<file path="config.mk">
export PLATFORM = sky130hd
export DESIGN_NAME = subpixel_coverage_tint_blend
export DESIGN_NICKNAME = d
export VERILOG_FILES = /design/src/hdl/sctb_pkg.sv /design/src/hdl/sctb_chan.sv /design/src/hdl/subpixel_coverage_tint_blend.sv
export SDC_FILE = /design/constraint.sdc
export NUM_CORES = 2
export LEC_CHECK = 0
export ABC_AREA = 0
export BUFFER_PORTS_ARGS = -buffer_cell sky130_fd_sc_hd__buf_2
export CAP_MARGIN = 20
export CORE_MARGIN = 3
export CORE_UTILIZATION = 59
export CTS_BUF_LIST = sky130_fd_sc_hd__clkbuf_8 sky130_fd_sc_hd__clkbuf_16
export DETAILED_ROUTE_END_ITERATION = 10
export GPL_ROUTABILITY_DRIVEN = 1
export PLACE_DENSITY = 0.72
export SYNTH_ARGS = -nofsm -noshare
export SYNTH_HDL_FRONTEND = slang
export SYNTH_HIERARCHICAL = 1
export SYNTH_SLANG_ARGS = --single-unit
</file>
<file path="constraint.sdc">
create_clock -name clk -period 12.03 [get_ports clk]
set_input_delay 2.406 -clock clk [delete_from_list [all_inputs] [get_ports clk]]
set_output_delay 2.406 -clock clk [all_outputs]
set_load 0.02 [all_outputs]
</file>
<file path="src/hdl/sctb_pkg.sv">
// Shared types, constants and the square-root step for the coverage tint blend.
`timescale 1ns / 1ps

package sctb_pkg;

  // Pipeline depth from accepted input to the output register.
  localparam int unsigned NUM_STAGES = 8;

  // Channel geometry.
  localparam int unsigned CHAN_W   = 8;
  localparam int unsigned NUM_CHAN = 3;
  localparam int unsigned PIXEL_W  = CHAN_W * NUM_CHAN;

  // Full-scale channel value.
  localparam logic [CHAN_W-1:0] CHAN_MAX = 8'hFF;

  // Reciprocal of 255 scaled by 2^24, used as floor((n + 1) * RECIP_255 / 2^24).
  localparam logic [16:0] RECIP_255 = 17'd65793;

  // Tint register value after reset.
  localparam logic [PIXEL_W-1:0] TINT_RESET = 24'hFFFFFF;

  typedef logic [CHAN_W-1:0]     chan_t;
  typedef logic [15:0]           sq_t;
  typedef logic [23:0]           prod_t;
  typedef logic [PIXEL_W-1:0]    pixel_t;
  typedef logic [NUM_STAGES-1:0] stage_en_t;

  // Partial root: t is the largest value found so far with t*t + t < lin,
  // and p holds t*t + t.
  typedef struct packed {
    chan_t t;
    sq_t   p;
  } root_t;

  // One digit of the root search: try setting bit b of t and keep it when
  // the trial still satisfies trial*trial + trial < lin.
  function automatic root_t root_step(root_t cur, sq_t lin, int unsigned b);
    root_t nxt;
    sq_t   tw;
    sq_t   trial;
    nxt   = cur;
    tw    = {8'd0, cur.t};
    trial = cur.p + (tw << (b + 1)) + (16'd1 << (2 * b)) + (16'd1 << b);
    if (trial < lin) begin
      nxt.t = cur.t | (8'd1 << b);
      nxt.p = trial;
    end
    return nxt;
  endfunction

endpackage

</file>
<file path="src/hdl/sctb_chan.sv">
// Pipelined datapath for one color channel of the coverage tint blend.
`timescale 1ns / 1ps

module sctb_chan (
  input  logic                clk,
  input  sctb_pkg::stage_en_t en,     // per-stage load enables
  input  sctb_pkg::chan_t     cov,    // coverage of this channel
  input  sctb_pkg::chan_t     bg,     // background of this channel
  input  sctb_pkg::chan_t     tint,   // tint of this channel
  output sctb_pkg::chan_t     blend   // blended channel, stage 7 register
);
  import sctb_pkg::*;

  sq_t          sq_bg;
  sq_t          sq_tint;
  chan_t        cov0;
  prod_t        prod_bg;
  prod_t        prod_tint;
  prod_t        num;
  logic [24:0]  num_inc;
  logic [41:0]  quot;
  sq_t          lin3;
  sq_t          lin4;
  sq_t          lin5;
  sq_t          lin6;
  root_t        root4;
  root_t        root5;
  root_t        root6;
  root_t        root7;
  root_t        step4;
  root_t        step5;
  root_t        step6;
  root_t        step7;
  chan_t        blend7;

  // Stage 0: square background and tint.
  always_ff @(posedge clk) begin
    if (en[0]) begin
      sq_bg   <= sq_t'(bg) * sq_t'(bg);
      sq_tint <= sq_t'(tint) * sq_t'(tint);
      cov0    <= cov;
    end
  end

  // Stage 1: weight each square by its coverage share.
  always_ff @(posedge clk) begin
    if (en[1]) begin
      prod_bg   <= prod_t'(sq_bg) * prod_t'(CHAN_MAX - cov0);
      prod_tint <= prod_t'(sq_tint) * prod_t'(cov0);
    end
  end

  // Stage 2: sum of the weighted squares, at most 255 * 65025.
  always_ff @(posedge clk) begin
    if (en[2]) begin
      num <= prod_bg + prod_tint;
    end
  end

  // Stage 3: exact floor division by 255 through the scaled reciprocal.
  assign num_inc = 25'(num) + 25'd1;
  assign quot    = 42'(num_inc) * 42'(RECIP_255);

  always_ff @(posedge clk) begin
    if (en[3]) begin
      lin3 <= quot[39:24];
    end
  end

  // Stages 4 to 7: rounded square root, two digits per stage.
  assign step4 = root_step(root_t'('0), lin3, 7);
  assign step5 = root_step(root4, lin4, 5);
  assign step6 = root_step(root5, lin5, 3);
  assign step7 = root_step(root6, lin6, 1);
  assign root7 = root_step(step7, lin6, 0);

  always_ff @(posedge clk) begin
    if (en[4]) begin
      root4 <= root_step(step4, lin3, 6);
      lin4  <= lin3;
    end
    if (en[5]) begin
      root5 <= root_step(step5, lin4, 4);
      lin5  <= lin4;
    end
    if (en[6]) begin
      root6 <= root_step(step6, lin5, 2);
      lin6  <= lin5;
    end
  end

  // The smallest r with r*r + r >= lin is one above the largest t below it.
  always_ff @(posedge clk) begin
    if (en[7]) begin
      blend7 <= (lin6 == '0) ? chan_t'('0) : root7.t + chan_t'(1);
    end
  end

  assign blend = blend7;

endmodule

</file>
<file path="src/hdl/subpixel_coverage_tint_blend.sv">
// Top level of the subpixel coverage tint blend: handshake, tint register, valid pipeline.
`timescale 1ns / 1ps

// Blends the tint color over each background pixel with per-channel coverage, in
// gamma-2 linear light: lin = floor((d*d*(255-s) + c*c*s) / 255) and the result
// is the rounded root, the smallest r with r*r + r >= lin. The block takes one
// pixel per cycle while s_axis_tready is high; the pipeline depth is set by the
// square, weight, sum, divide-by-255 and four two-digit root stages. Each stage
// holds its own valid bit and loads whenever it is empty or its successor moves,
// so bubbles close up and a stalled output only holds back the stages behind it.
// Zero coverage returns the background channel and full coverage the tint channel
// exactly. The tint register resets to white and is written with cfg_we; the user
// must write it only while no pixel is in flight; the block does not enforce this.
module subpixel_coverage_tint_blend (
  input  logic                 clk,
  input  logic                 rst,
  input  logic                 cfg_we,
  input  sctb_pkg::pixel_t     cfg_wdata,       // tint_color
  input  logic                 s_axis_tvalid,
  output logic                 s_axis_tready,
  input  logic [47:0]          s_axis_tdata,    // coverage_pixel [23:0], background_pixel [47:24]
  output logic                 m_axis_tvalid,
  input  logic                 m_axis_tready,
  output sctb_pkg::pixel_t     m_axis_tdata     // blended_pixel [23:0]
);
  import sctb_pkg::*;

  pixel_t    tint_color;
  pixel_t    coverage_pixel;
  pixel_t    background_pixel;
  stage_en_t en;
  stage_en_t vld;

  assign coverage_pixel   = s_axis_tdata[PIXEL_W-1:0];
  assign background_pixel = s_axis_tdata[2*PIXEL_W-1:PIXEL_W];

  // Tint color register.
  always_ff @(posedge clk) begin
    if (rst) begin
      tint_color <= TINT_RESET;
    end else if (cfg_we) begin
      tint_color <= cfg_wdata;
    end
  end

  // A stage loads when it is empty or when the stage after it moves on.
  always_comb begin
    en[NUM_STAGES-1] = !vld[NUM_STAGES-1] || m_axis_tready;
    for (int k = NUM_STAGES - 2; k >= 0; k--) begin
      en[k] = !vld[k] || en[k+1];
    end
  end

  assign s_axis_tready = en[0];

  // Valid bits travel with the data.
  always_ff @(posedge clk) begin
    if (rst) begin
      vld <= '0;
    end else begin
      if (en[0]) begin
        vld[0] <= s_axis_tvalid;
      end
      for (int k = 1; k < NUM_STAGES; k++) begin
        if (en[k]) begin
          vld[k] <= vld[k-1];
        end
      end
    end
  end

  // One datapath per color channel.
  for (genvar ch = 0; ch < NUM_CHAN; ch++) begin : g_chan
    sctb_chan u_chan (
      .clk   (clk),
      .en    (en),
      .cov   (coverage_pixel[ch*CHAN_W +: CHAN_W]),
      .bg    (background_pixel[ch*CHAN_W +: CHAN_W]),
      .tint  (tint_color[ch*CHAN_W +: CHAN_W]),
      .blend (m_axis_tdata[ch*CHAN_W +: CHAN_W])
    );
  end

  assign m_axis_tvalid = vld[NUM_STAGES-1];

  // A ready sink lets the whole pipeline advance, so the input is ready too.
  a_ready_through : assert property (@(posedge clk) disable iff (rst)
    m_axis_tready |-> s_axis_tready)
    else $error("input not ready while the output sink is ready");

  // An empty output stage never blocks the input.
  a_empty_out_ready : assert property (@(posedge clk) disable iff (rst)
    !vld[NUM_STAGES-1] |-> s_axis_tready)
    else $error("input stalled with an empty output stage");

  // An accepted transaction occupies the first stage in the next cycle.
  a_accept_loads : assert property (@(posedge clk) disable iff (rst)
    (s_axis_tvalid && s_axis_tready) |=> vld[0])
    else $error("accepted transaction missing from the first stage");

endmodule

</file>
==> impl_summary.log <==
INFO  metric finalHoldViolations = 0
INFO  metric overflow = 0
INFO  metric synth.cells.most_frequent = 1115 x sky130_fd_sc_hd__ha_1, 994 x sky130_fd_sc_hd__inv_1, 654 x sky130_fd_sc_hd__edfxtp_1, 639 x sky130_fd_sc_hd__fa_1, 488 x sky130_fd_sc_hd__nand2_1
INFO  metric r2r_cells = 32
INFO  metric design_area = 80200 um2
INFO  metric count_of_cells_resized_by_post_cts_repair = 0
INFO  metric totalWireLength = 149 mm
INFO  metric netlist_area = 74800 um2
INFO  metric design.core.area = 126000 um2
INFO  metric synth_top_area_share = 26.3%
INFO  metric yosysTopAreaCell = sky130_fd_sc_hd__edfxtp_1
INFO  metric top_level_ports = 103
INFO  metric post_synth_num_cell_types = 111
INFO  metric n_fill_cell = 10000
INFO  metric worst_setup_hold_path_clk_slew = 0.06 ns
INFO  metric grt_pass1_wl = 256 mm
INFO  metric maxSlewHeadroom = 20.7%
INFO  metric regToRegSetupSlack = 3.70 ns
INFO  metric area_growth_from_synthesis_to_layout = 7.20%
INFO  metric worst-endpoint-required = 12.44 ns
INFO  metric number_of_nets_produced_by_synthesis = about 9100
INFO  metric synth-edff-count = 654
INFO  metric max_freq = between 100 and 150 MHz
INFO  metric hold_slack = 0.438 ns
INFO  metric nNetsFinal = 9217
INFO  metric cts.repair_timing.setup_buffer_count = 0
INFO  metric first_global_vias = 52900
INFO  metric critical-path-slowest-cell = sky130_fd_sc_hd__a21oi_2
INFO  metric hold_path.class = reg2reg
INFO  metric grt_start_max_net_pins = 84
INFO  metric maxCapViolations = 0
INFO  metric tritoncts.num_buffers = 82
INFO  metric hold_depth = 0
INFO  metric worst_setup_path_end_kind = flop
INFO  metric final.period_utilization = a little under 70%
INFO  metric timing.setup.tns = 0 ns
INFO  metric min_from = g_chan[2].u_chan/lin3[4]
INFO  metric hold_end = g_chan[2].u_chan/lin4[4]
INFO  metric detailed_place_hpwl = 119 mm
INFO  metric ys_async_sr_fraction = 0%
INFO  metric dr_total_vias = 51000
INFO  metric rsz_0062_raised_after_global_routing = false
INFO  metric route.detailed.drc = 0
INFO  metric criticalPathCategory = reg2reg
INFO  metric htree_levels = 3
INFO  metric die_x = roughly 360 um
INFO  metric ys_top_cells_by_area = sky130_fd_sc_hd__edfxtp_1 26%, sky130_fd_sc_hd__ha_1 19%, sky130_fd_sc_hd__fa_1 17%
INFO  metric number_of_optimization_iterations_in_the_first_detailed_route_pass = 6
INFO  metric min_period = 8.33 ns
INFO  metric setup_violations_final = 0
INFO  metric gp_congestion = approximately 0.90
INFO  metric critical_path.startpoint_type = flop
INFO  metric ant_nets = 0
INFO  metric chipHeight = ~360 um
INFO  metric synthesis.instances = 7295
INFO  metric drt_iter0_markers = 2655
INFO  metric fin_skew = 0.0297 ns
INFO  metric n_antenna_cell = 0
INFO  metric die-area = 131000 um2
INFO  metric crit-reg2reg-launch = g_chan[0].u_chan/root6[3]
INFO  metric placed_cell_areas = 77100 um2
INFO  metric drv_slew = 0
INFO  metric reg2reg_to = g_chan[0].u_chan/blend[6]
INFO  metric antenna_found_initial = 1
INFO  metric cts-hold-fix-buffers = 0
INFO  metric sequential_cell_area_fraction_in_the_yosys_report = 27.1%
INFO  metric tightest_slew = ~1.2 ns
INFO  metric crit_top_cell = sky130_fd_sc_hd__ha_1
INFO  metric clkSinkCount = 686
INFO  metric yosysMostFrequentCell = sky130_fd_sc_hd__ha_1
INFO  metric cts_root_buf = sky130_fd_sc_hd__clkbuf_16
INFO  metric worstSkewPairLatency = 0.68 ns
INFO  metric pre_cts_ws = 3.77 ns
INFO  metric outcome = completed
INFO  metric slowest_delay = 0.72 ns
INFO  metric cts_max_path_buffers = 3
INFO  metric fp-row-count = 130
INFO  metric routed_wire_length_per_instance = about 16 um
INFO  metric synth_flop_cell = sky130_fd_sc_hd__edfxtp_1
INFO  metric worst-endpoint-arrival = 8.74 ns
INFO  metric start_util = ~59%
INFO  metric syn_area_per_cell = 10.3 um2
INFO  metric crit_path_max_fanout = 18
INFO  metric postLayoutSetupSlackWorst = 3.70 ns
INFO  metric gr-usage-all-layers = 23.4%
INFO  metric vias_per_cell = 5.60
INFO  metric synth.ff_latch_count = 686
INFO  metric launch_point_of_the_critical_path = g_chan[0].u_chan/root6[3]
INFO  metric tritoncts = yes
INFO  metric layout-drive-gt1-share = under 10%
INFO  metric synth.yosys.warnings = 6
INFO  metric placement.io_buffers = 102
==> registers in the layout, indices dropped and copies added (netlist names) <==
name / count
g_chan.u_chan/cov0: 24
g_chan.u_chan/sq_tint: 45
g_chan.u_chan/prod_bg: 72
g_chan.u_chan/prod_tint: 72
g_chan.u_chan/root4: 15
g_chan.u_chan/root6: 57
tint_color: 24
vld: 8
g_chan.u_chan/lin5: 48
g_chan.u_chan/sq_bg: 45
g_chan.u_chan/root5: 36
g_chan.u_chan/lin3: 48
g_chan.u_chan/num: 72
g_chan.u_chan/blend: 24
g_chan.u_chan/lin6: 48
g_chan.u_chan/lin4: 48
==> layer usage <==
metal | up-vias | wire (um) | GRT usage, %
li1 | 25000 | - | -
met1 | 24900 | 67200 | 30.9
met2 | 879 | 72600 | 40.6
met3 | 222 | 5580 | 2.61
met4 | 0 | 3850 | 6.87
met5 | - | 0 | 0
==> kinds of logic (layout without fill, tap and decap cells) <==
| kind of cell | after synthesis | after routing | synth area share (%) |
|---|---|---|---|
| flip-flops | 686 | 686 | 27.1 |
| AND/OR/NAND/NOR | 2080 | 2080 | 14.6 |
| AO/OA/AOI/OAI | 1020 | 1020 | 9.21 |
| buffers and inverters | 1127 | 1286 | 5.74 |
| adder cells (fa/ha/maj) | 1754 | 1754 | 35.8 |
| XOR/XNOR | 575 | 575 | 6.74 |
| multiplexers | 53 | 53 | 0.791 |
==> metrics by stage <==
step / util, % / instances
finish: 63.8 / 9104
global placement: 61.3 / 8946
floorplan: - / 7295
detailed placement: 61.3 / 8947
global route: 63.8 / 9104
CTS: 63.7 / 9099
==> placed cells by master, fill, tap and decap left out, types with 43 or more instances in the layout <==
master / instances
sky130_fd_sc_hd__nand4_1: 43
sky130_fd_sc_hd__nand2_1: 485
sky130_fd_sc_hd__o21a_1: 82
sky130_fd_sc_hd__ha_1: 1115
sky130_fd_sc_hd__and2_1: 327
sky130_fd_sc_hd__a21oi_1: 276
sky130_fd_sc_hd__nand2b_1: 156
sky130_fd_sc_hd__nor3_1: 92
sky130_fd_sc_hd__xnor2_1: 389
sky130_fd_sc_hd__o21bai_1: 45
sky130_fd_sc_hd__edfxtp_1: 654
sky130_fd_sc_hd__fa_1: 639
sky130_fd_sc_hd__a21o_1: 145
sky130_fd_sc_hd__nand3_1: 119
sky130_fd_sc_hd__nor2b_1: 349
sky130_fd_sc_hd__and3_1: 67
sky130_fd_sc_hd__clkbuf_16: 85
sky130_fd_sc_hd__buf_2: 102
sky130_fd_sc_hd__nor2_1: 299
sky130_fd_sc_hd__xor2_1: 185
sky130_fd_sc_hd__inv_1: 996
sky130_fd_sc_hd__o21ai_0: 135
==> critical path, delay by kind of cell (launching register included) <==
kind,cells,cell delay (ns)
compound gates,15,3.64
xor+xnor,2,0.30
fa+ha+maj,5,1.52
buf+inv,1,0.25
flops,1,0.54
mux,1,0.35
simple gates,8,1.47
==> how the worst max path moves through the flow <==
stage / to / slack (ns) / cells past startpoint
final: g_chan[0].u_chan/blend[6] / 3.70 / 32
after global placement: g_chan[0].u_chan/blend[4] / 3.87 / 32
after detailed placement: g_chan[0].u_chan/blend[6] / 3.77 / 32
after floorplan: s_axis_tready / 4.03 / 4
after CTS: g_chan[0].u_chan/blend[4] / 3.77 / 32
after global routing: g_chan[0].u_chan/blend[6] / 3.00 / 32
==> final cells by class <==
cell class              instances  area [um2]  share of cell area, %
flip-flops and latches        686       20300                   25.3
repair buffers                136         841                   1.05
clock buffers                  85        2130                   2.65
multi-input cells            5482       50300                   62.7
clock inverters                67         863                   1.08
well taps                    1650        2060                   2.57
inverters                     998        3750                   4.68
Power is left out: the tool's default activity adds up to more than one toggle a clock period on the data nets, which glitch-free logic cannot reach.
